<file path="src/rtl/wsf_pkg.sv">
package wsf_pkg;

  // Sizes
  localparam int PATTERN_MAX = 32;
  localparam int CHAR_W      = 8;
  localparam int PAT_REGS    = 4;
  localparam int PAT_REG_W   = 64;
  localparam int PAT_CAP     = PAT_REGS * PAT_REG_W / CHAR_W;
  localparam int PAT_USE     = (PAT_CAP < PATTERN_MAX) ? PAT_CAP : PATTERN_MAX;
  localparam int PLEN_W      = 6;
  localparam int LEN_W       = $clog2(PATTERN_MAX + 1);
  localparam int CNT_W       = (LEN_W > PLEN_W) ? LEN_W : PLEN_W;
  localparam int IDX_W       = (PATTERN_MAX > 1) ? $clog2(PATTERN_MAX) : 1;
  localparam int SCAN_W      = PAT_CAP * CHAR_W;
  localparam int CFG_IDX_W   = 3;

  // Register indexes
  localparam logic [CFG_IDX_W-1:0] CFG_PAT_A   = 3'd0;
  localparam logic [CFG_IDX_W-1:0] CFG_PAT_B   = 3'd1;
  localparam logic [CFG_IDX_W-1:0] CFG_PAT_C   = 3'd2;
  localparam logic [CFG_IDX_W-1:0] CFG_PAT_D   = 3'd3;
  localparam logic [CFG_IDX_W-1:0] CFG_PAT_LEN = 3'd4;

  // Separator codes
  localparam logic [CHAR_W-1:0] SEP_SPACE  = 8'h20;
  localparam logic [CHAR_W-1:0] SEP_PERIOD = 8'h2E;
  localparam logic [CHAR_W-1:0] SEP_COMMA  = 8'h2C;
  localparam logic [CHAR_W-1:0] SEP_LPAREN = 8'h28;
  localparam logic [CHAR_W-1:0] SEP_RPAREN = 8'h29;
  localparam logic [CHAR_W-1:0] SEP_BANG   = 8'h21;
  localparam logic [CHAR_W-1:0] SEP_LF     = 8'h0A;
  localparam logic [CHAR_W-1:0] SEP_CR     = 8'h0D;

  function automatic logic is_separator(input logic [CHAR_W-1:0] b);
    logic sep;
    unique case (b) inside
      SEP_SPACE, SEP_PERIOD, SEP_COMMA, SEP_LPAREN, SEP_RPAREN,
      SEP_BANG, SEP_LF, SEP_CR: sep = 1'b1;
      default:                  sep = 1'b0;
    endcase
    return sep;
  endfunction

  typedef enum logic [1:0] {
    ST_IDLE,
    ST_SCAN,
    ST_EMIT
  } state_t;

  // Controller to datapath
  typedef struct packed {
    logic store;
    logic scan_load;
    logic scan_shift;
    logic emit_load;
    logic clear_word;
  } ctl_t;

  // Datapath to controller
  typedef struct packed {
    logic is_sep;
    logic word_pending;
    logic can_match;
    logic scan_hit;
    logic scan_done;
    logic emit_last;
    logic out_free;
  } stat_t;

endpackage

</file>
<file path="src/rtl/word_substring_filter_core.sv">
// Word filter: text bytes enter one per cycle and are split into words at
// space, period, comma, parentheses, exclamation mark, LF and CR; a flush item
// also ends the pending word. A finished word that occurs contiguously inside
// the configured pattern (up to 32 characters) is sent out one character per
// item, its last character marked by out_word_last. Word bytes, and separators
// that end no word or a word too long for the pattern, are taken without a
// stall. A separator ending a word of n characters that could fit starts an
// offset scan over pattern offsets 0 to (pattern_length - n), one pattern offset
// per cycle, and a hit then emits n items at one per cycle through the output
// register, slower when out_stall is held.
// The input side is stalled during scan and emission. Configuration writes are
// always ready; registers 0..3 hold pattern characters, 4 the pattern length.
module word_substring_filter_core (
  input  logic                          clk,
  input  logic                          rst_n,
  input  logic                          in_valid,
  output logic                          in_stall,
  input  logic [wsf_pkg::CHAR_W-1:0]    in_byte_value,
  input  logic                          in_flush,
  output logic                          out_valid,
  input  logic                          out_stall,
  output logic [wsf_pkg::CHAR_W-1:0]    out_char,
  output logic                          out_word_last,
  input  logic                          cfg_valid,
  output logic                          cfg_ready,
  input  logic [wsf_pkg::CFG_IDX_W-1:0] cfg_index,
  input  logic [wsf_pkg::PAT_REG_W-1:0] cfg_data
);
  import wsf_pkg::*;

  ctl_t  ctl;
  stat_t stat;

  assign cfg_ready = 1'b1;

  wsf_ctrl u_ctrl (
    .clk      (clk),
    .rst_n    (rst_n),
    .in_valid (in_valid),
    .in_stall (in_stall),
    .stat     (stat),
    .ctl      (ctl)
  );

  wsf_dp u_dp (
    .clk           (clk),
    .rst_n         (rst_n),
    .in_byte_value (in_byte_value),
    .in_flush      (in_flush),
    .cfg_valid     (cfg_valid),
    .cfg_index     (cfg_index),
    .cfg_data      (cfg_data),
    .out_valid     (out_valid),
    .out_stall     (out_stall),
    .out_char      (out_char),
    .out_word_last (out_word_last),
    .ctl           (ctl),
    .stat          (stat)
  );

endmodule

</file>
<file path="src/rtl/wsf_ctrl.sv">
module wsf_ctrl (
  input  logic           clk,
  input  logic           rst_n,
  input  logic           in_valid,
  output logic           in_stall,
  input  wsf_pkg::stat_t stat,
  output wsf_pkg::ctl_t  ctl
);
  import wsf_pkg::*;

  state_t state_r, state_nxt;

  // Next state
  always_comb begin
    state_nxt = state_r;
    unique case (state_r)
      ST_IDLE: begin
        if (in_valid && stat.is_sep && stat.word_pending && stat.can_match) begin
          state_nxt = ST_SCAN;
        end
      end
      ST_SCAN: begin
        if (stat.scan_hit) begin
          state_nxt = ST_EMIT;
        end else if (stat.scan_done) begin
          state_nxt = ST_IDLE;
        end
      end
      ST_EMIT: begin
        if (stat.out_free && stat.emit_last) begin
          state_nxt = ST_IDLE;
        end
      end
      default: state_nxt = ST_IDLE;
    endcase
  end

  // Outputs
  always_comb begin
    ctl      = '0;
    in_stall = 1'b1;
    unique case (state_r)
      ST_IDLE: begin
        in_stall = 1'b0;
        if (in_valid) begin
          if (!stat.is_sep) begin
            ctl.store = 1'b1;
          end else if (stat.word_pending) begin
            if (stat.can_match) begin
              ctl.scan_load = 1'b1;
            end else begin
              ctl.clear_word = 1'b1;
            end
          end
        end
      end
      ST_SCAN: begin
        if (!stat.scan_hit) begin
          if (stat.scan_done) begin
            ctl.clear_word = 1'b1;
          end else begin
            ctl.scan_shift = 1'b1;
          end
        end
      end
      ST_EMIT: begin
        if (stat.out_free) begin
          ctl.emit_load = 1'b1;
          if (stat.emit_last) begin
            ctl.clear_word = 1'b1;
          end
        end
      end
      default: ;
    endcase
  end

  always_ff @(posedge clk) begin
    if (!rst_n) begin
      state_r <= ST_IDLE;
    end else begin
      state_r <= state_nxt;
    end
  end

`ifndef NO_ASSERTIONS
  // never overwrite a result that is still waiting
  a_emit_free: assert property (@(posedge clk) disable iff (!rst_n)
    ctl.emit_load |-> stat.out_free)
    else $error("emit load while output register busy");

  // bytes are only stored while the input side is open
  a_store_idle: assert property (@(posedge clk) disable iff (!rst_n)
    ctl.store |-> (state_r == ST_IDLE && !in_stall))
    else $error("store outside idle");

  // input side closed during scan and emission
  a_busy_stall: assert property (@(posedge clk) disable iff (!rst_n)
    (state_r != ST_IDLE) |-> in_stall)
    else $error("input open while busy");
`endif

endmodule

</file>
<file path="src/rtl/wsf_dp.sv">
module wsf_dp (
  input  logic                                clk,
  input  logic                                rst_n,
  input  logic [wsf_pkg::CHAR_W-1:0]          in_byte_value,
  input  logic                                in_flush,
  input  logic                                cfg_valid,
  input  logic [wsf_pkg::CFG_IDX_W-1:0]       cfg_index,
  input  logic [wsf_pkg::PAT_REG_W-1:0]       cfg_data,
  output logic                                out_valid,
  input  logic                                out_stall,
  output logic [wsf_pkg::CHAR_W-1:0]          out_char,
  output logic                                out_word_last,
  input  wsf_pkg::ctl_t                       ctl,
  output wsf_pkg::stat_t                      stat
);
  import wsf_pkg::*;

  // Pattern registers
  logic [PAT_REG_W-1:0] pat_r [PAT_REGS];
  logic [PLEN_W-1:0]    plen_r;

  // Pending word
  logic [CHAR_W-1:0] wbuf_r [PATTERN_MAX];
  logic [LEN_W-1:0]  wlen_r, wlen_nxt;
  logic              wlong_r, wlong_nxt;

  // Offset scan
  logic [SCAN_W-1:0] scan_r, scan_nxt;
  logic [CNT_W-1:0]  cnt_r, cnt_nxt;

  // Emission
  logic [IDX_W-1:0]  idx_r, idx_nxt;
  logic              out_valid_r, out_valid_nxt;
  logic [CHAR_W-1:0] out_char_r;
  logic              out_last_r;

  logic [CNT_W-1:0]  plen_use;
  logic [CNT_W-1:0]  wlen_ext;
  logic              word_full;
  logic [PAT_USE-1:0] char_ok;

  // Configuration writes
  always_ff @(posedge clk) begin
    if (!rst_n) begin
      for (int r = 0; r < PAT_REGS; r++) begin
        pat_r[r] <= '0;
      end
      plen_r <= '0;
    end else if (cfg_valid) begin
      unique case (cfg_index)
        CFG_PAT_A:   pat_r[0] <= cfg_data;
        CFG_PAT_B:   pat_r[1] <= cfg_data;
        CFG_PAT_C:   pat_r[2] <= cfg_data;
        CFG_PAT_D:   pat_r[3] <= cfg_data;
        CFG_PAT_LEN: plen_r   <= cfg_data[PLEN_W-1:0];
        default: ;
      endcase
    end
  end

  // Length in use saturates at capacity
  assign plen_use  = (plen_r > PLEN_W'(PAT_USE)) ? CNT_W'(PAT_USE) : CNT_W'(plen_r);
  assign wlen_ext  = CNT_W'(wlen_r);
  assign word_full = (wlen_r == LEN_W'(PATTERN_MAX));

  // Word store
  always_ff @(posedge clk) begin
    if (ctl.store && !word_full) begin
      wbuf_r[wlen_r[IDX_W-1:0]] <= in_byte_value;
    end
  end

  always_comb begin
    wlen_nxt  = wlen_r;
    wlong_nxt = wlong_r;
    if (ctl.clear_word) begin
      wlen_nxt  = '0;
      wlong_nxt = 1'b0;
    end else if (ctl.store) begin
      if (word_full) begin
        wlong_nxt = 1'b1;
      end else begin
        wlen_nxt = wlen_r + LEN_W'(1);
      end
    end
  end

  // Pattern window shifts one character per offset
  always_comb begin
    scan_nxt = scan_r;
    cnt_nxt  = cnt_r;
    if (ctl.scan_load) begin
      for (int r = 0; r < PAT_REGS; r++) begin
        scan_nxt[r*PAT_REG_W +: PAT_REG_W] = pat_r[r];
      end
      cnt_nxt = plen_use - wlen_ext;
    end else if (ctl.scan_shift) begin
      scan_nxt = scan_r >> CHAR_W;
      cnt_nxt  = cnt_r - CNT_W'(1);
    end
  end

  // Compare word against the window at the current offset
  always_comb begin
    for (int i = 0; i < PAT_USE; i++) begin
      char_ok[i] = (int'(wlen_r) <= i) || (wbuf_r[i] == scan_r[i*CHAR_W +: CHAR_W]);
    end
  end

  // Output register
  always_comb begin
    idx_nxt       = idx_r;
    out_valid_nxt = out_valid_r && out_stall;
    if (ctl.clear_word) begin
      idx_nxt = '0;
    end else if (ctl.emit_load) begin
      idx_nxt = idx_r + IDX_W'(1);
    end
    if (ctl.emit_load) begin
      out_valid_nxt = 1'b1;
    end
  end

  always_ff @(posedge clk) begin
    if (ctl.emit_load) begin
      out_char_r <= wbuf_r[idx_r];
      out_last_r <= stat.emit_last;
    end
  end

  always_ff @(posedge clk) begin
    if (!rst_n) begin
      wlen_r      <= '0;
      wlong_r     <= 1'b0;
      cnt_r       <= '0;
      idx_r       <= '0;
      out_valid_r <= 1'b0;
    end else begin
      wlen_r      <= wlen_nxt;
      wlong_r     <= wlong_nxt;
      cnt_r       <= cnt_nxt;
      idx_r       <= idx_nxt;
      out_valid_r <= out_valid_nxt;
    end
  end

  always_ff @(posedge clk) begin
    scan_r <= scan_nxt;
  end

  // Status
  assign stat.is_sep       = in_flush || is_separator(in_byte_value);
  assign stat.word_pending = (wlen_r != '0) || wlong_r;
  assign stat.can_match    = !wlong_r && (wlen_r != '0) && (wlen_ext <= plen_use);
  assign stat.scan_hit     = &char_ok;
  assign stat.scan_done    = (cnt_r == '0);
  assign stat.emit_last    = ((CNT_W'(idx_r) + CNT_W'(1)) == wlen_ext);
  assign stat.out_free     = !out_valid_r || !out_stall;

  assign out_valid     = out_valid_r;
  assign out_char      = out_char_r;
  assign out_word_last = out_last_r;

`ifndef NO_ASSERTIONS
  a_len_bound: assert property (@(posedge clk) disable iff (!rst_n)
    wlen_r <= LEN_W'(PATTERN_MAX))
    else $error("word length past buffer");

  a_long_full: assert property (@(posedge clk) disable iff (!rst_n)
    wlong_r |-> word_full)
    else $error("overlong word flagged before buffer filled");

  a_emit_valid: assert property (@(posedge clk) disable iff (!rst_n)
    ctl.emit_load |=> out_valid_r)
    else $error("loaded item not presented");
`endif

endmodule

</file>
<file path="config.mk">
export PLATFORM = sky130hd
export DESIGN_NAME = word_substring_filter_core
export DESIGN_NICKNAME = d
export VERILOG_FILES = /design/src/rtl/wsf_pkg.sv /design/src/rtl/word_substring_filter_core.sv /design/src/rtl/wsf_ctrl.sv /design/src/rtl/wsf_dp.sv
export SDC_FILE = /design/constraint.sdc
export NUM_CORES = 1
export LEC_CHECK = 0
export BUFFER_PORTS_ARGS = -buffer_cell sky130_fd_sc_hd__buf_2
export CORE_MARGIN = 1
export CORE_UTILIZATION = 61
export CTS_CLUSTER_SIZE = 10
export DETAILED_ROUTE_END_ITERATION = 12
export PLACE_DENSITY = 0.84
export SYNTH_ARGS = -nofsm -noshare
export SYNTH_HDL_FRONTEND = slang
export SYNTH_SLANG_ARGS = --single-unit
</file>
<file path="constraint.sdc">
create_clock -name clk -period 14.8 [get_ports clk]
set_input_delay 2.22 -clock clk [delete_from_list [all_inputs] [get_ports clk]]
set_output_delay 2.22 -clock clk [all_outputs]
set_load 0.01 [all_outputs]
</file>
== After elaboration in Yosys (flattened, before gate mapping) ==
Memory sizes are Yosys's and may differ from the RTL's. A register that Yosys moved wholly into a read port is not among the register bits.
Cells that the tools add are included.

* $add $sub $neg: 5
* $lt $le $gt $ge: 34
* Equal/unequal tests: 51
* Mux-type cells: 55
* Bitwise operators: 6
* Reductions and logical operators: 59

{| class="wikitable"
|+ Operators by type and width
! cell !! number
|-
| $mux 256 || 2
|-
| $eq 8x8->1 || 32
|-
| $mux 64 || 4
|-
| $le 6x5->1 const B || 16
|-
| $eq 8x6->1 const B || 6
|-
| $le 6x4->1 const B || 8
|-
| $mux 1 || 37
|-
| $logic_or 1x1->1 || 35
|-
| $reduce_and 32->1 || 1
|-
| $le 6x3->1 const B || 4
|-
| $mux 6 || 3
|-
| $eq 8x4->1 const B || 2
|-
| $mux 2 || 7
|-
| $le 6x1->1 const B || 2
|-
| $le 6x2->1 const B || 2
|-
| $logic_and 1x1->1 || 8
|-
| $reduce_or 8->1 || 1
|-
| $add 5x1->6 const B || 1
|-
| $add 6x1->6 const B || 1
|-
| $eq 3x2->1 const B || 2
|-
| $eq 6x6->1 || 1
|-
| $eq 6x6->1 const B || 1
|-
| $gt 6x6->1 const B || 1
|-
| $le 6x6->1 || 1
|-
| other kinds (22) || 32
|}

* Register bits after elaboration: 284
* Bits in writable memories: 512
* Bits of input ports: 81
* Output and inout bits: 12
* Memories kept: 2

{| class="wikitable"
|+ Memories
! memory !! depth !! bits a word !! rd ports !! clocked after memory_dff !! wr ports !! RTL line !! source
|-
| u_dp.pat_r || 4 || 64 || 4 || 0 || 4 || wsf_dp.sv:19 || <nowiki>logic [PAT_REG_W-1:0] pat_r [PAT_REGS];</nowiki>
|-
| u_dp.wbuf_r || 32 || 8 || 33 || 1 || 1 || wsf_dp.sv:23 || <nowiki>logic [CHAR_W-1:0] wbuf_r [PATTERN_MAX];</nowiki>
|}

== Logic depth before layout (Yosys ltp) ==
Gate-level depths: netlist of run 1.

* Depth after elaboration: 12
* Gate-level depth with buffers: 14

== Modules after synthesis ==
Synthesis of run 1 repeated with hierarchy kept, for this count alone.

* Cell total of the unflattened synthesis: 2141
* Area, all modules: 35193.8 um^2

{| class="wikitable"
|+ By module, submodules not included
! module !! times used !! cells each !! area each (um^2) !! seq. area each (um^2)
|-
| wsf_dp || 1 || 2119 || 35026.1 || 23832.9
|-
| wsf_ctrl || 1 || 20 || 156.4 || 40.0
|-
| word_substring_filter_core || 1 || 2 || 11.3 || 0.0
|}

== Worst setup path before layout of run 1 ==
OpenSTA, ideal clock, no wires.

* Path kind: flip-flop to flip-flop
* Start: register u_dp.wlen_r[0], in the netlist u_dp.wlen_ext[0]
* End: register u_ctrl.state_r[0]
* Library setup time: 0.094 ns
* Arrival: 9.118 ns
* Required time: 14.706 ns
* Setup slack: 5.588 ns
* Stages on the path, launching flop included: 13
* Path buffers: 2
* Clock period less this slack: 9.212 ns
* Path through: dfxtp_1 clkbuf_1 inv_1 ha_1 nor3_1 o21ai_0 o2111ai_1 nor4_1 and3_1 and2_1 buf_2 o21ai_2 and3b_1

* Longest elaborated chain between the ends: 6

{| class="wikitable"
|+ RTL lines
! element !! RTL line !! source
|-
| start, declared || wsf_dp.sv:24 || <nowiki>logic [LEN_W-1:0] wlen_r, wlen_nxt;</nowiki>
|-
| start signal, assigned || wsf_dp.sv:139 || <nowiki>wlen_r <= wlen_nxt;</nowiki>
|-
| parallel branches: the longest is 6 deep, another holds $le 6x1->1 || -- ||
|-
| end signal, assigned || wsf_ctrl.sv:82 || <nowiki>state_r <= state_nxt;</nowiki>
|-
| end, declared || wsf_ctrl.sv:11 || <nowiki>state_t state_r, state_nxt;</nowiki>
|}

Several ways; the timed one is not identified.
A chain may end at the register's enable or synchronous reset.

== Worst setup path in the final report of run 1 ==
* Start: input in_byte_value[1] (netlist bit)
* End: register u_dp.scan_r[99], data pin

* Longest elaborated chain between the ends: 8

{| class="wikitable"
|+ RTL lines
! element !! RTL line !! source
|-
| start, declared || word_substring_filter_core.sv:18 || <nowiki>input logic [wsf_pkg::CHAR_W-1:0] in_byte_value,</nowiki>
|-
| $eq 8x4->1 or $eq 8x6->1 (tied branches) || wsf_dp.sv:152 || <nowiki>assign stat.is_sep = in_flush || is_separator(in_byte_value);</nowiki>
|-
| $reduce_or 8->1 (*) || wsf_pkg.sv:36 || <nowiki>unique case (b) inside</nowiki>
|-
| $mux 1 (*) || wsf_pkg.sv:36 ||
|-
| $logic_or 1x1->1 (*) || wsf_dp.sv:152 ||
|-
| $mux 1 (*) || wsf_ctrl.sv:46 || <nowiki>if (!stat.is_sep) begin</nowiki>
|-
| $mux 2 (*) || wsf_ctrl.sv:45 || <nowiki>if (in_valid) begin</nowiki>
|-
| $mux 2 (*) || wsf_ctrl.sv:42 || <nowiki>unique case (state_r)</nowiki>
|-
| $mux 256 (*) || wsf_dp.sv:92 || <nowiki>if (ctl.scan_load) begin</nowiki>
|-
| named net u_dp.scan_nxt[99] || wsf_dp.sv:28 || <nowiki>logic [SCAN_W-1:0] scan_r, scan_nxt;</nowiki>
|-
| end signal, assigned || wsf_dp.sv:148 || <nowiki>scan_r <= scan_nxt;</nowiki>
|-
| end, declared || wsf_dp.sv:28 ||
|}

The timed path passes the listed nets; every way through them passes the cells marked *.

==> flow_summary.json, run 1 <==
{
  "m1WireLength_um": 37000,
  "initial_core_util_pct": 62.2,
  "clk_path_buf_depth": 3,
  "max_slew_margin_pct": 20.8,
  "timing.final.setup_violations": 0,
  "core-area_um2": 56800,
  "synth.top_cell.area_share_pct": 66.0,
  "yosys.area_share.adder_pct": 0.580,
  "timing.hold.worst.class": "flop to flop",
  "grt_pass1_vias": 22100,
  "global_route_wire_length_before_repair_um": 147000,
  "final_critical_path_setup_slack_ps": 8700,
  "remaining_global_route_overflow": 0,
  "final.period_utilization_pct": 41.2,
  "synth_area_leaders": "edfxtp_1, nand2_1, mux4_2",
  "run_status": "completed",
  "worstPathMaxFanout": 97,
  "crit_arrival_ps": 6610,
  "detailedPlace.worstSlack_ps": 8180,
  "yosys_register_bits": 804,
  "synth_top_cells_by_count": "edfxtp_1, nand2_1, and2_1",
  "dr_total_vias": 22700,
  "cts_sinks": 804,
  "synth-warning-count": 0,
  "worstSkewPairLatency_ps": 650,
  "worst_clock_skew_ps": 24.8,
  "synth-edff-count": 777,
  "nNetsFinal": 2842,
  "synth-compound-area-share_pct": 1.52,
  "fill_cells": 3782,
  "power_density_nw_per_um2": 125,
  "number_of_pins_exceeding_their_max_slew_limit_in_the_final_report": 0,
  "postCtsResizedCells": 0,
  "drtAntennaViolNets": 0,
  "layout-area-overhead-vs-synth_pct": 10.5,
  "postSynth.asyncResetShare_pct": 0,
  "clock_tree.root_cell": "clkbuf_16",
  "groute.usage.overall_pct": 35.1,
  "post_synthesis_mux_area_share_pct": 5.58,
  "crit_type": "input port to flop",
  "synth_flop_cell": "edfxtp_1",
  "row_count": 87,
  "leakagePower_nw": 13.9,
  "syn_inst": 2648,
  "met2RoutedLength_um": 47700,
  "chipHeight_um": 243,
  "synth_cell_area_um2": 35400,
  "final-instance-count-excl-fill": 3556,
  "post-route-min-period_ps": 6100,
  "vdd_drop_max_uv": 101,
  "clk_pin_slew_worst_paths_ps": 60,
  "die_area_um2": 58900,
  "dp_cells": 3409,
  "cts_max_level": 3,
  "post_synth_and_or_nand_nor_area_fraction_pct": 16.2,
  "routed.top_layer": "met4",
  "grt_antenna_before_repair": 12,
  "max_clock_freq_mhz": 164,
  "synth_xor_xnor_area_share_pct": 6.84,
  "yosys_top_cell_by_area": "edfxtp_1",
  "tritoncts": "built",
  "ff_latch_area_um2": 23900,
  "drt-wirelength-per-cell_um": 28.9,
  "cts_buffer_count": 91,
  "post_cts_buffers": 0,
  "timing.critical_path.required_ps": 15300,
  "setup_tns_ps": 0,
  "boundaryPins": 93,
  "area_taken_by_multi_input_logic_gates_um2": 11000,
  "mappedNetlistNets": 2744,
  "gp_routability_congestion": 1.03,
  "dr_wl_met3_um": 13000,
  "synth_cell_types": 67,
  "critPathLaunchType": "input port",
  "drt_first_pass_iters": 5,
  "synth_top_family_by_area": "simple AND/OR/NAND/NOR gates",
  "end_kind": "flop",
  "share_of_cells_above_drive_strength_1_pct": 11.7,
  "detail_route.iter0.violations": 3416,
  "hold_viol": 0,
  "ys_seq_area_share_pct": 67.5,
  "detailedPlacementHpwl_um": 70800,
  "tightestPinTransition_ps": 1180,
  "setup_repair_after_global_routing_missed_its_margin": "false",
  "routed_vias_inst": 6.40,
  "wirelength_um": 103000,
  "grt_start_max_net_pins": 159,
  "chipWidth_um": 243,
  "mean_instance_size_in_the_synthesized_netlist_um2": 13.4,
  "synth_most_common_cell": "edfxtp_1",
  "holdBufCountCts": 0,
  "cap_viol_max_count": 0,
  "numPortBuffers": 91,
  "drc": 0
}
registers in the layout (all words and copies together), names as in the netlist:
name,cells
u_ctrl.state_r,2
u_dp.cnt_r,6
u_dp.idx_r,5
u_dp.out_char,8
u_dp.out_valid,1
u_dp.out_word_last,1
u_dp.pat_r,256
u_dp.plen_r,6
u_dp.scan_r,256
u_dp.wbuf_r,256
u_dp.wlen_ext,6
u_dp.wlong_r,1
layer usage:
layer	global-route usage (%)	up-vias
met3	9.24	279
met1	47.2	11300
met2	54.3	1618
met5	0	-
li1	-	9526
met4	15.1	0
stage by stage:
stage	cell area [um2]	power, mW	util, %	hold WS (ps)
4_1_cts	39100	4.89	68.7	502
5_1_grt	39100	5.00	68.7	519
2_1_floorplan	35400	2.80	-	473
3_5_place_dp	36500	2.91	64.3	490
3_3_place_gp	36500	2.90	64.3	485
6_report	39100	4.89	68.8	504
cell type report:
class                   instances  area share [%]
clock buffers                 132            6.33
multi-input cells            1719            28.1
flip-flops and latches        804            61.1
clock inverters                 6           0.173
repair buffers                120            1.75
well taps                     756            2.42
inverters                      10          0.0960
diodes                          9          0.0576
worst max-delay path, cell delays in order:
cell and delay [ps]:
buf_2 80, buf_4 420, or3b_1 390, a21oi_1 130, o21ai_1 130, a2111oi_4 340
o21ai_1 160, nor4_2 750, buf_4 640, buf_4 910, nand2_1 140, nand2_1 130
final timing paths:
| path | startpoint | to | slack, ps | cells past startpoint |
|---|---|---|---|---|
| hold / removal | u_dp.pat_r[0][178]$_SDFFCE_PN0P_ | u_dp.scan_r[178]$_DFFE_PP_ | 500 | 2 |
| setup reg to reg | u_dp.wlen_ext[2]$_SDFFE_PP0P_ | u_dp.scan_r[25]$_DFFE_PP_ | 9270 | 9 |
| hold reg to reg | u_dp.pat_r[0][178]$_SDFFCE_PN0P_ | u_dp.scan_r[178]$_DFFE_PP_ | 500 | 2 |
| setup / recovery | in_byte_value[1] | u_dp.scan_r[99]$_DFFE_PP_ | 8700 | 12 |
cell families after synthesis:
group | count (synthesis)
AOI/OAI and AO/OA | 81
xor gates and xnor gates | 276
adders and majority gates | 16
buffers and inverters | 125
DFF | 804
muxes | 96
other | 1
and+or+nand+nor | 1249
cells in the final DEF (no fill, tap or decap), drive strengths merged, types with 27 or more instances in the layout:
cell type / instances
nand4: 48
clkbuf: 132
xor2: 95
o21ai: 28
xnor2: 181
nor4: 29
and2: 266
nand2: 775
edfxtp: 777
buf: 120
mux4: 80
dfxtp: 27
nor2: 56
power breakdown:
part | switching [mW] | internal (mW) | leakage, nW | total, mW
logic | 0.180 | 0.0701 | 5.21 | 0.250
registers | 0.0442 | 2.58 | 7.41 | 2.63
clock network | 0.866 | 1.15 | 1.23 | 2.01
total | 1.09 | 3.80 | 13.9 | 4.89
Note: power is estimated with default switching activity, not from simulation.
==> inputs of run 2 (changes only) <==
Settings changed: ABC_AREA set to 1, CORE_UTILIZATION 61 to 57, PLACE_DENSITY 0.84 to 0.83.
Clock period 14.8 ns to 4.9 ns, I/O delays scaled along.
==> flow_summary.json, run 2 <==
{
  "tightestPinTransition_ps": 1240,
  "die_area_um2": 64300,
  "design_power_total_mw": 14.8,
  "combinationalPowerShare_pct": 5.7,
  "grt_pass1_vias": 25400,
  "numPortBuffers": 91,
  "cts_buffer_count": 91,
  "yosys_top_cell_by_area": "edfxtp_1",
  "remaining_global_route_overflow": 0,
  "final_common_cell": "nand2_1",
  "row_count": 91,
  "power_switching_share_pct": 23.1,
  "holdBufCountCts": 0,
  "end_kind": "flop",
  "drtAntennaViolNets": 0,
  "synth_cell_area_um2": 36100,
  "worst_clock_skew_ps": 20.9,
  "syn_inst": 3438,
  "power.clock.fraction_pct": 40.5,
  "pwr-share-seq_pct": 53.9,
  "synth_area_leaders": "edfxtp_1, nand2_1, nor2_1",
  "synth.top_cell.area_share_pct": 64.6,
  "cts_sinks": 804,
  "synth-edff-count": 777,
  "run_status": "completed",
  "chipHeight_um": 254,
  "grt_start_max_net_pins": 161,
  "clock_tree.root_cell": "clkbuf_16",
  "crit_arrival_ps": 3820,
  "synth_top_cells_by_count": "nand2_1, edfxtp_1, nor2_1",
  "leakagePower_nw": 15.3,
  "timing.hold.worst.class": "input port to flop",
  "postCtsResizedCells": 0,
  "postSynth.asyncResetShare_pct": 0,
  "synth_cell_types": 47,
  "setup_tns_ps": 0,
  "cap_viol_max_count": 0,
  "fill_cells": 4773,
  "worstPathMaxFanout": 69,
  "power_density_nw_per_um2": 372,
  "timing.final.setup_violations": 0,
  "nNetsFinal": 3602,
  "net_sw_power_mw": 3.42,
  "mostFrequentLayoutCells": "nand2_1, edfxtp_1, nor2_1",
  "global_route_wire_length_before_repair_um": 164000,
  "final.period_utilization_pct": 71.1,
  "max_clock_freq_mhz": 287,
  "boundaryPins": 93,
  "vdd_drop_max_uv": 298,
  "drt_first_pass_iters": 6,
  "synth_flop_cell": "edfxtp_1",
  "yosys_register_bits": 804,
  "drc": 0,
  "number_of_pins_exceeding_their_max_slew_limit_in_the_final_report": 0,
  "detail_route.iter0.violations": 4235,
  "setup_repair_after_global_routing_missed_its_margin": "false",
  "grt_antenna_before_repair": 1,
  "wirelength_um": 115000,
  "timing.critical_path.required_ps": 5230,
  "max_slew_margin_pct": 17.4,
  "gp_routability_congestion": 1.03,
  "synth-warning-count": 0,
  "routed_vias_inst": 6.07,
  "cts_max_level": 3,
  "cell_internal_pwr_mw": 11.4,
  "clk_pin_slew_worst_paths_ps": 60,
  "groute.usage.overall_pct": 36.1,
  "hold_viol": 0,
  "share_of_cells_above_drive_strength_1_pct": 7.63,
  "post-route-min-period_ps": 3480,
  "chipWidth_um": 254,
  "layout-area-overhead-vs-synth_pct": 10.4,
  "drt-wirelength-per-cell_um": 26.3,
  "critPathLaunchType": "flop",
  "detailedPlacementHpwl_um": 80000,
  "initial_core_util_pct": 58.1,
  "tritoncts": "built",
  "core-area_um2": 62200,
  "crit_type": "flop to flop",
  "mappedNetlistNets": 3534,
  "synth_most_common_cell": "nand2_1",
  "mean_instance_size_in_the_synthesized_netlist_um2": 10.5,
  "clk_path_buf_depth": 3,
  "dr_total_vias": 26500,
  "worstSkewPairLatency_ps": 660,
  "post_cts_buffers": 0,
  "ys_seq_area_share_pct": 66.1
}
[run 2: power by group through the flow]
| stage | clock (mW) | sequential, mW | combinational [mW] |
|---|---|---|---|
| 2_1_floorplan | 0 | 8.02 | 0.504 |
| 3_3_place_gp | 0 | 8.11 | 0.791 |
| 3_5_place_dp | 0 | 8.11 | 0.815 |
| 4_1_cts | 6.02 | 7.98 | 0.819 |
| 5_1_grt | 6.26 | 7.99 | 0.904 |
| 6_report | 6.00 | 7.98 | 0.839 |
[run 2: area by class of cell]
type	instances	area (um2)	share of cell area (%)
multi-input combinational	2266	10800	27.0
sequential	804	23900	59.9
tap	837	1050	2.63
clock inverter	10	135	0.339
clock buffer	115	2370	5.94
timing repair buffer	121	806	2.02
inverter	222	852	2.14
antenna	1	2.50	0.00628
[run 2: worst max-delay path: stages, from the launching register on]
cell and delay (ps):
dfxtp_1 670, inv_1 270, ha_1 280, nor2_1 150
inv_1 140, o21ai_0 190, nand2_1 70, nand2_1 60
nor2_1 40, nand2_1 80, nor2_2 50, nand2_1 120
nand2_2 130, nand2_8 440, buf_4 360
[run 2: metrics by stage]
step | hold slack [ps] | std cells | area [um2] | worst slack, ps | utilization [%]
6_report | 414 | 4376 | 39800 | 1420 | 64.1
5_1_grt | 439 | 4375 | 39800 | 1180 | 64.1
4_1_cts | 402 | 4375 | 39800 | 1460 | 64.1
3_5_place_dp | 458 | 4250 | 37300 | 1020 | 60.1
3_3_place_gp | 453 | 4250 | 37300 | 1070 | 60.1
2_1_floorplan | 430 | 3438 | 36100 | 973 | -
[run 2: worst paths after layout]
check,startpoint,depth (start not counted),endpoint,slack (ps)
worst max-delay path,u_dp.wlen_ext[1]$_SDFFE_PP0P_,14,u_dp.scan_r[167]$_DFFE_PP_,1420
worst min-delay path,cfg_data[4],3,u_dp.plen_r[4]$_SDFFE_PN0P_,410
worst max register to register,u_dp.wlen_ext[1]$_SDFFE_PP0P_,14,u_dp.scan_r[167]$_DFFE_PP_,1420
worst min register to register,u_dp.plen_r[2]$_SDFFE_PN0P_,2,u_dp.plen_r[2]$_SDFFE_PN0P_,470
[run 2: logic make-up (layout without fill, tap and decap cells)]
family                   after synthesis  in the layout  share of synthesized area (%)
adder cells (fa/ha/maj)               15             15                          0.541
flip-flops                           804            804                           66.1
buffers and inverters                368            468                           4.20
XOR/XNOR                             228            228                           5.53
AND/OR/NAND/NOR                     1683           1683                           18.2
other                                  1              2                         0.0104
AO/OA/AOI/OAI                        339            339                           5.39
[run 2: per-layer routing]
| metal | up-vias | part of all wire, % | track usage, % |
|---|---|---|---|
| met5 | - | 0.0087 | 0 |
| met4 | 2 | 6.8 | 21.4 |
| met3 | 409 | 13 | 8.14 |
| met2 | 1984 | 46 | 56.9 |
| met1 | 12600 | 35 | 45.9 |
| li1 | 11500 | - | - |
